===== config.mk =====
export PLATFORM = sky130hd
export DESIGN_NAME = cis_alu
export DESIGN_NICKNAME = d
export VERILOG_FILES = /design/src/design/cis_pkg.sv /design/src/design/cis_alu.sv
export SDC_FILE = /design/constraint.sdc
export NUM_CORES = 2
export LEC_CHECK = 0
export ABC_AREA = 1
export BUFFER_PORTS_ARGS = -buffer_cell sky130_fd_sc_hd__buf_2
export CAP_MARGIN = 15
export CELL_PAD_IN_SITES_DETAIL_PLACEMENT = 1
export CELL_PAD_IN_SITES_GLOBAL_PLACEMENT = 1
export CORE_MARGIN = 10
export CORE_UTILIZATION = 50
export DETAILED_ROUTE_END_ITERATION = 10
export PLACE_DENSITY = 0.95
export SLEW_MARGIN = 10
export SYNTH_ARGS = -nofsm -noshare
export SYNTH_HDL_FRONTEND = slang
export SYNTH_SLANG_ARGS = --single-unit

===== constraint.sdc =====
create_clock -name vclk -period 27.2
set_input_delay 5.44 -clock vclk [all_inputs]
set_output_delay 5.44 -clock vclk [all_outputs]
set_load 0.1 [all_outputs]

===== src/design/cis_pkg.sv =====
// ----------------------------------------------------------------------------
// cis_pkg: shared types and constants
// Field widths, table entry layout, sequencer states and register indexes for
// the channel interval statistics unit.
// ----------------------------------------------------------------------------
package cis_pkg;

  localparam int unsigned CHAN_W     = 4;
  localparam int unsigned TIME_W     = 63;
  localparam int unsigned COUNT_W    = 48;
  localparam int unsigned RATE_W     = 64;
  localparam int unsigned TOTAL_W    = 56;
  localparam int unsigned TPS_W      = 32;
  localparam int unsigned WORD_W     = 64;
  localparam int unsigned HALF_W     = 32;
  localparam int unsigned IN_DATA_W  = 72;
  localparam int unsigned OUT_DATA_W = 296;
  localparam int unsigned OUT_PAD_W  = OUT_DATA_W - COUNT_W - 2 * TIME_W - RATE_W - TOTAL_W;
  localparam int unsigned IN_PAD_W   = IN_DATA_W - CHAN_W - TIME_W;

  localparam int unsigned REG_IDX_W  = 1;
  localparam int unsigned ADDR_W     = REG_IDX_W + 2;
  localparam int unsigned PDATA_W    = 32;

  // scaled product is (count-1)*tps*2^16, 96 bits; upper 32 bits settle overflow
  localparam int unsigned DIV_STEPS  = 64;
  localparam int unsigned STEP_W     = $clog2(DIV_STEPS);
  localparam int unsigned FRAC_W     = 16;

  localparam logic [COUNT_W-1:0] COUNT_MAX = '1;
  localparam logic [TOTAL_W-1:0] TOTAL_MAX = '1;
  localparam logic [TPS_W-1:0]   TPS_RESET = 32'd1000000000;

  typedef enum logic [REG_IDX_W-1:0] {
    REG_TPS = 1'b0
  } reg_idx_e;

  typedef struct packed {
    logic [COUNT_W-1:0] count;
    logic [TIME_W-1:0]  first_time;
    logic [TIME_W-1:0]  last_time;
    logic [TIME_W-1:0]  min_gap;
    logic [TIME_W-1:0]  max_gap;
  } entry_t;

  typedef enum logic [3:0] {
    S_IDLE,
    S_GAP,
    S_MIN,
    S_MAX,
    S_SPAN,
    S_MUL_LO,
    S_MUL_HI,
    S_ACC,
    S_OVF,
    S_DIV,
    S_OUT
  } state_e;

endpackage


===== src/design/cis_alu.sv =====
// ----------------------------------------------------------------------------
// cis_alu: shared arithmetic unit
// One 64-bit subtractor with borrow, used for gaps, compares, span and the
// restoring divide, plus one 32x32 multiplier for the rate product.
// ----------------------------------------------------------------------------
module cis_alu (
  input  logic [cis_pkg::WORD_W-1:0] sub_a_i,
  input  logic [cis_pkg::WORD_W-1:0] sub_b_i,
  output logic [cis_pkg::WORD_W-1:0] diff_o,
  output logic                       borrow_o,
  output logic                       zero_o,
  input  logic [cis_pkg::HALF_W-1:0] mul_a_i,
  input  logic [cis_pkg::HALF_W-1:0] mul_b_i,
  output logic [cis_pkg::WORD_W-1:0] prod_o
);
  import cis_pkg::*;

  logic [WORD_W:0] full;

  // borrow set means a < b
  assign full     = {1'b0, sub_a_i} - {1'b0, sub_b_i};
  assign diff_o   = full[WORD_W-1:0];
  assign borrow_o = full[WORD_W];
  assign zero_o   = (full[WORD_W-1:0] == '0);
  assign prod_o   = WORD_W'(mul_a_i) * WORD_W'(mul_b_i);

endmodule

==> impl_metrics.tcl <==
set metrics [dict create \
    ant_nets 0 \
    ys_seq_area_frac 0 \
    avgViaCountPerCell 5.61 \
    dieWidth_um 306 \
    rows 104 \
    hpwl_um 147000 \
    cp-startpoint "mul_b_i[12]" \
    synthCells 5872 \
    endpoint_kind "output pin" \
    tightest_slew_ps 1060 \
    antenna_found_initial 7 \
    critPathArrivalTime_ps 13720 \
    grt_pass1_wl_um 266000 \
    fp.dieH_um 306 \
    cts_resized 0 \
    dieArea_um2 93400 \
    post-cts-setup-buffers 0 \
    fin_crit_ps 19160 \
    max_freq_mhz 52.2 \
    synth.avg_cell_area_um2 6.95 \
    overflow 0 \
    maxSlewHeadroom 0.295 \
    wl_um 172000 \
    critPathCapture "prod_o[39]" \
    yosysWarnings 0 \
    nets 7427 \
    initial_core_util 0.506 \
    ff_latch_area_um2 0 \
    drc 0 \
    status "complete, no violations" \
    cap_violations 0 \
    cp.required_ps 21760 \
    grt_pass1_vias 46500 \
    seq_cell_count 0 \
    synth_fp_nets 7288 \
    via_count 39700 \
    syn_area_um2 40800 \
    wire_per_inst_um 24.3 \
    start_kind "input pin" \
    final_hold_viol_count 0 \
    crit_fanout 32 \
    n_clock_buffer 0 \
    grt_max_degree 33 \
    core_area_um2 80700 \
    synthDistinctLibCells 39 \
    numPortBuffers 322 \
    fin_crit_sh 0.705 \
    layout-drive-gt1-share 0.0639 \
    hold_class "input pin to output pin" \
    cts_hold_buf 0 \
    tns_ps 0 \
    setup_violations 0 \
    holdWs_ps 11400 \
    dr.pass1.iters 5 \
    report.final.slew_viol_count 0 \
    ios 322 \
    area_growth_pct 5.58 \
    fill_cells 10900 \
    post-route-util 0.534 \
    multiInputGateArea_um2 32700 \
    crit_type "input pin to output pin" \
    gp_congestion 1.02 \
    rsz0062_at_grt "false" \
    drt_iter0_drc 3394 \
    gr-usage-all-layers 0.368 \
]
## routing by layer
layer  wire, µm  part of all wire  GRT usage  vias up
met4      12800             0.074      0.231        6
li1           -                 -          -    16600
met3      16700             0.097     0.0890      920
met2      82800              0.48      0.629     2465
met5         31           0.00018          0        -
met1      59700              0.35      0.410    19700
## Yosys cell counts, types with 6 or more instances
cell      instances  share of area
o21ai_0          53         0.0065
clkbuf_1        192          0.018
inv_1          1944           0.18
xnor2_1          36         0.0077
a21oi_1         141          0.017
ha_1            327           0.10
nand2_1        1746           0.16
xor2_1           42         0.0090
nand2_2          20         0.0031
inv_2             9        0.00083
a21o_1           12         0.0022
nand3b_1          9         0.0017
o21a_1            6         0.0011
nor2_2           16         0.0025
nor3_1           20         0.0025
o21bai_1         15         0.0028
nor4_1            7         0.0011
nor2_1          213          0.020
a31oi_1          22         0.0034
nand3_1          94          0.012
nand4_1          14         0.0021
fa_1            897           0.44
## area by class of cell
cell class,count,share of cell area
diodes,2,0.000116
inverters,1954,0.170
multi-input cells,3726,0.760
well taps,1060,0.0308
repair buffers,329,0.0386
## stage by stage
step | setup WS (ps) | cells | area (µm²)
2_1_floorplan | 9000 | 5872 | 40800
3_5_place_dp | 8400 | 7069 | 43100
6_report | 8040 | 7071 | 43100
4_1_cts | 8350 | 7069 | 43100
5_1_grt | 7880 | 7070 | 43100
3_3_place_gp | 8660 | 7069 | 43100
## kinds of logic (layout without fill, tap and decap cells)
| kind of cell | count (synthesis) | count (layout) | share of synthesized area |
|---|---|---|---|
| AO/OA/AOI/OAI | 270 | 270 | 0.0374 |
| XOR/XNOR | 78 | 78 | 0.0167 |
| adder cells (fa/ha/maj) | 1224 | 1224 | 0.541 |
| buffers and inverters | 2146 | 2283 | 0.198 |
| other | 0 | 2 | 0 |
| AND/OR/NAND/NOR | 2154 | 2154 | 0.208 |
## worst max-delay path, cell delays in order
cell,delay [ps]
buf_2,730
nand2_1,170
inv_1,160
fa_1,470
fa_1,510
inv_1,70
fa_1,520
fa_1,520
inv_1,60
fa_1,590
fa_1,450
fa_1,640
inv_1,90
fa_1,510
inv_1,50
ha_1,370
nand2_1,190
nor2_1,240
inv_1,100
nor2_1,110
inv_1,60
nor3_1,220
a21oi_1,170
nor2_1,140
nor2_1,70
xnor2_1,540
buf_2,550
## layout by cell type (no fill, tap or decap), drive strengths merged
| master | n |
|---|---|
| inv | 1953 |
| nand2 | 1766 |
| fa | 897 |
| buf | 329 |
| ha | 327 |
| nor2 | 230 |
| a21oi | 141 |
| nand3 | 96 |
| o21ai | 54 |
| xor2 | 42 |
| xnor2 | 36 |
| nor3 | 25 |
| a31oi | 22 |
| o21bai | 16 |
| nand4 | 14 |
| a21o | 12 |
| nand3b | 9 |
| a21boi | 8 |
| nor4 | 7 |
| o21a | 6 |
| and3 | 5 |
| o211ai | 5 |
| diode | 2 |
| o221ai | 2 |
| and2 | 2 |
| a211oi | 1 |
| a221oi | 1 |
| o31ai | 1 |
| a41oi | 1 |
| clkinv | 1 |
## worst min-delay path by stage
stage                    start         to  depth (start not counted)
floorplan           mul_b_i[0]  prod_o[0]                          2
global placement    sub_b_i[0]  diff_o[0]                          4
detailed placement  sub_b_i[0]  diff_o[0]                          4
CTS                 sub_b_i[0]  diff_o[0]                          4
global route        sub_b_i[0]  diff_o[0]                          4
finish              sub_b_i[0]  diff_o[0]                          4
Power is not shown: default switching activity piles up to over one toggle a cycle in this logic, so the estimate is an artifact.
