--- src/design/cis_pkg.sv ---
// ----------------------------------------------------------------------------
// cis_pkg: shared types and constants
// Field widths, table entry layout, sequencer states and register indexes for
// the channel interval statistics unit.
// ----------------------------------------------------------------------------
package cis_pkg;

  localparam int unsigned CHAN_W     = 4;
  localparam int unsigned TIME_W     = 63;
  localparam int unsigned COUNT_W    = 48;
  localparam int unsigned RATE_W     = 64;
  localparam int unsigned TOTAL_W    = 56;
  localparam int unsigned TPS_W      = 32;
  localparam int unsigned WORD_W     = 64;
  localparam int unsigned HALF_W     = 32;
  localparam int unsigned IN_DATA_W  = 72;
  localparam int unsigned OUT_DATA_W = 296;
  localparam int unsigned OUT_PAD_W  = OUT_DATA_W - COUNT_W - 2 * TIME_W - RATE_W - TOTAL_W;
  localparam int unsigned IN_PAD_W   = IN_DATA_W - CHAN_W - TIME_W;

  localparam int unsigned REG_IDX_W  = 1;
  localparam int unsigned ADDR_W     = REG_IDX_W + 2;
  localparam int unsigned PDATA_W    = 32;

  // scaled product is (count-1)*tps*2^16, 96 bits; upper 32 bits settle overflow
  localparam int unsigned DIV_STEPS  = 64;
  localparam int unsigned STEP_W     = $clog2(DIV_STEPS);
  localparam int unsigned FRAC_W     = 16;

  localparam logic [COUNT_W-1:0] COUNT_MAX = '1;
  localparam logic [TOTAL_W-1:0] TOTAL_MAX = '1;
  localparam logic [TPS_W-1:0]   TPS_RESET = 32'd1000000000;

  typedef enum logic [REG_IDX_W-1:0] {
    REG_TPS = 1'b0
  } reg_idx_e;

  typedef struct packed {
    logic [COUNT_W-1:0] count;
    logic [TIME_W-1:0]  first_time;
    logic [TIME_W-1:0]  last_time;
    logic [TIME_W-1:0]  min_gap;
    logic [TIME_W-1:0]  max_gap;
  } entry_t;

  typedef enum logic [3:0] {
    S_IDLE,
    S_GAP,
    S_MIN,
    S_MAX,
    S_SPAN,
    S_MUL_LO,
    S_MUL_HI,
    S_ACC,
    S_OVF,
    S_DIV,
    S_OUT
  } state_e;

endpackage

--- src/design/cis_table.sv ---
// ----------------------------------------------------------------------------
// cis_table: per-channel statistics table
// Count, gap and time tables indexed by channel, one registered read port and
// one write port. Count and gap entries reset; time entries hold until written.
// ----------------------------------------------------------------------------
module cis_table #(
  parameter int unsigned DEPTH = 16,
  parameter int unsigned IDX_W = 4
) (
  input  logic             clk_i,
  input  logic             rst_ni,
  input  logic             rd_en_i,
  input  logic [IDX_W-1:0] rd_idx_i,
  output cis_pkg::entry_t  rd_entry_o,
  input  logic             wr_en_i,
  input  logic             wr_first_i,
  input  logic [IDX_W-1:0] wr_idx_i,
  input  cis_pkg::entry_t  wr_entry_i
);
  import cis_pkg::*;

  logic [COUNT_W-1:0] count_q [DEPTH];
  logic [TIME_W-1:0]  min_q   [DEPTH];
  logic [TIME_W-1:0]  max_q   [DEPTH];
  logic [TIME_W-1:0]  first_q [DEPTH];
  logic [TIME_W-1:0]  last_q  [DEPTH];
  entry_t             rd_q;

  always_ff @(posedge clk_i or negedge rst_ni) begin
    if (!rst_ni) begin
      for (int i = 0; i < DEPTH; i++) begin
        count_q[i] <= '0;
        min_q[i]   <= '1;
        max_q[i]   <= '0;
      end
    end else if (wr_en_i) begin
      count_q[wr_idx_i] <= wr_entry_i.count;
      min_q[wr_idx_i]   <= wr_entry_i.min_gap;
      max_q[wr_idx_i]   <= wr_entry_i.max_gap;
    end
  end

  always_ff @(posedge clk_i) begin
    if (wr_en_i) begin
      last_q[wr_idx_i] <= wr_entry_i.last_time;
      if (wr_first_i) begin
        first_q[wr_idx_i] <= wr_entry_i.first_time;
      end
    end
  end

  always_ff @(posedge clk_i) begin
    if (rd_en_i) begin
      rd_q.count      <= count_q[rd_idx_i];
      rd_q.first_time <= first_q[rd_idx_i];
      rd_q.last_time  <= last_q[rd_idx_i];
      rd_q.min_gap    <= min_q[rd_idx_i];
      rd_q.max_gap    <= max_q[rd_idx_i];
    end
  end

  assign rd_entry_o = rd_q;

endmodule

--- config.mk ---
export PLATFORM = sky130hd
export DESIGN_NAME = cis_table
export DESIGN_NICKNAME = d
export VERILOG_FILES = /design/src/design/cis_pkg.sv /design/src/design/cis_table.sv
export SDC_FILE = /design/constraint.sdc
export NUM_CORES = 2
export LEC_CHECK = 0
export BUFFER_PORTS_ARGS = -buffer_cell sky130_fd_sc_hd__buf_2
export CELL_PAD_IN_SITES_DETAIL_PLACEMENT = 1
export CELL_PAD_IN_SITES_GLOBAL_PLACEMENT = 2
export CORE_UTILIZATION = 52
export CTS_CLUSTER_SIZE = 30
export DETAILED_ROUTE_END_ITERATION = 16
export PLACE_DENSITY = 0.86
export REMOVE_ABC_BUFFERS = 1
export SLEW_MARGIN = 20
export SYNTH_ARGS = -nofsm -noshare
export SYNTH_HDL_FRONTEND = slang
export SYNTH_SLANG_ARGS = --single-unit
--- constraint.sdc ---
create_clock -name clk_i -period 2.3 [get_ports clk_i]
set_clock_uncertainty 0.2 [all_clocks]
set_input_delay 0.23 -clock clk_i [delete_from_list [all_inputs] [get_ports clk_i]]
set_output_delay 0.23 -clock clk_i [all_outputs]
set_load 0.01 [all_outputs]
==> reports/metrics.yaml <==
status: "complete, but fails checks"
violations: "negative setup slack"
final_cells: 19200
syn_area_per_cell_sq_um: 18.22
grt_pass1_wl_um: 976400
drt_iter0_drc: 11360
critical_path_class: "flip-flop to primary output"
dpl_cell_area_sq_mm: 0.2290
seq_area_frac_synth_pct: 67.12
initial_core_util_pct: 52.32
dp_slack_ns: -0.2774
hold_violations: 0
min_path_type: "input port to flip-flop"
synth_area_sq_mm: 0.2093
clk_pin_slew_ns: 0.06
yosysTopAreaCell: "edfxtp_1"
critPathRequiredTime_ns: 1.87
ys_top_cells_by_count: "mux2_2 (2610), edfxtp_1 (2316), dfrtp_1 (1776)"
cts_tree: "yes"
numCtsBuffers: 542
die_w_um: 636.4
final_area_sq_mm: 0.2534
synth_area_leaders: "edfxtp_1 (33%), dfrtp_1 (21%), mux2_2 (14%)"
avgRoutedWirePerCell_um: 34.58
drt-total-wl_um: 663800
crit_family: "flip-flops"
finalMaxSlewViolations: 0
worst_pin_slew_ns: 0.9089
fillCellCount: 33650
via_per_inst: 6.354
p_leak_nw: 97.35
drive_above_1_share_pct: 52.21
pin_count: 613
crit_fanout: 2
critPathCaptureType: "primary output"
dpl.hpwl_um: 398100
synthCells: 11490
setup_ws_ns: -0.1557
critPathBufInv: 1
synthArstFlopShare_pct: 54.59
synth_top_area_share_pct: 33.23
grt-ovfl-total: 0
arrival_ns: 2.03
cts_sinks: 5100
power_density_mw_per_mm2: 939.6
drc_errors: 0
grt_pass1_vias: 136200
ys.flop_type: "edfxtp_1"
ys_ff_latch: 5100
crit_path_max_incr_delay_ns: 0.73
ys_warn_count: 0
vdd_ir_drop_max_v: 0.0008643
clockBufferDepth: 4
start_kind: "flip-flop"
root_buffer: "clkbuf_16"
ctsHtreeMaxLevel: 6
slew_headroom_pct: 39.41
placed_cells: 17480
final_nets: 13730
row_count: 232
finalCritPeriodShare_pct: 106.8
clkLatencyLatePin_ns: 1.06
synth_edf_count: 2316
gp_congestion: 0.8054
die_y_um: 636.4
register_area_sq_mm: 0.1405
tns_ns: -0.6104
multi_input_area_sq_mm: 0.06494
synth.most_common_cell: "mux2_2"
period_minus_slack_ns: 2.456
fmax_ghz: 0.4072
die_area_sq_mm: 0.4050
antenna_found_initial: 104
coreArea_sq_mm: 0.4000
area_growth_pct: 21.07
path_cells: "buf_2"
slowest_stage: "edfxtp_1"
final_antenna_net_count: 0
vias: 122000
grt_max_degree: 99
synth.distinct_cells: 26
setup_viol: 8
port_buffers: 612
rsz0062_at_grt: "true"
drtPass1Iterations: 5
drv_cap: 0
track_usage_pct: 32.81
[placed cells by master, fill, tap and decap left out, drive strengths merged, types with 19 or more instances in the layout]
master and count:
clkinv 171, clkbuf 751, nand3 47, mux2i 184
mux4 1108, dfstp 1008, inv 33, buf 1648
dfrtp 1776, dlygate4sd3 642, edfxtp 2316, nand2 823
diode 66, a22oi 646, mux2 2610, bufinv 26
clkinvlp 19
[per-stage QoR]
| step | util [%] | power (mW) | hold slack [ns] |
|---|---|---|---|
| floorplan | - | 136.2 | -0.2656 |
| global placement | 57.23 | 146.1 | -0.08017 |
| detailed placement | 57.24 | 149.4 | -0.08443 |
| CTS | 63.30 | 238.4 | -0.02207 |
| global route | 63.33 | 245.4 | 0.05162 |
| finish | 63.35 | 238.1 | 0.05562 |
[cell families after synthesis]
group / Yosys count / synth area share (%)
AO/OA/AOI/OAI: 646 / 2.317
buffers and inverters: 917 / 1.992
flip-flops: 5100 / 67.12
multiplexers: 3902 / 26.84
AND/OR/NAND/NOR: 925 / 1.729
[area by class of cell]
cell class	count	share of cell area, %
Sequential cell	5100	55.44
Antenna cell	66	0.06518
Tap cell	5265	2.600
Multi-Input combinational cell	5473	25.63
Clock buffer	750	6.012
Timing Repair Buffer	2293	9.276
Clock inverter	247	0.9767
Inverter	2	0.005925
[report_power, final]
group | switching [mW] | internal, mW | total (mW)
registers | 7.46 | 111 | 119
clock network | 38.4 | 49.8 | 88.2
logic | 13.6 | 17.5 | 31.1
total | 59.5 | 179 | 238
[sequential cells by signal (all words and copies together) (netlist names)]
signal / flops
count_q: 768
min_q: 1008
rd_entry_o: 300
first_q: 1008
max_q: 1008
last_q: 1008
[layer usage]
metal  up-vias  track usage [%]  wire [um]
met5         -                0        380
met4        58            14.52      31870
met3      1495            4.995      44920
met2      5433            54.92     332900
met1     66590            42.84     253700
li1      48400                -          -
[worst paths after layout]
kind                            cells past startpoint                         to                      start  slack, ns
min in group asynchronous                           4   count_q[195]$_DFFE_PN0P_                     rst_ni       0.21
worst max-delay path                                1            rd_entry_o[203]  rd_entry_o[203]$_DFFE_PP_      -0.16
worst max register to register                      3   rd_entry_o[81]$_DFFE_PP_     min_q[774]$_DFFE_PN1P_       0.43
worst min register to register                      2     min_q[853]$_DFFE_PN1P_     min_q[853]$_DFFE_PN1P_       0.26
max in group asynchronous                           6   count_q[163]$_DFFE_PN0P_                     rst_ni       0.51
worst min-delay path                                2  first_q[13][14]$_DFFE_PP_            wr_entry_i[203]       0.06
[repair_timing]
| item | in CTS | in global routing |
|---|---|---|
| resized for setup | 5 | 5 |
| setup endpoints to repair | 15 | 1031 |
| endpoints found under the hold margin | 8862 | 1 |
| setup buffers | 0 | 3 |
| hold buffers | 649 | 1 |
| gates cloned | 0 | 1 |
Note: power is estimated with default switching activity, not from simulation.
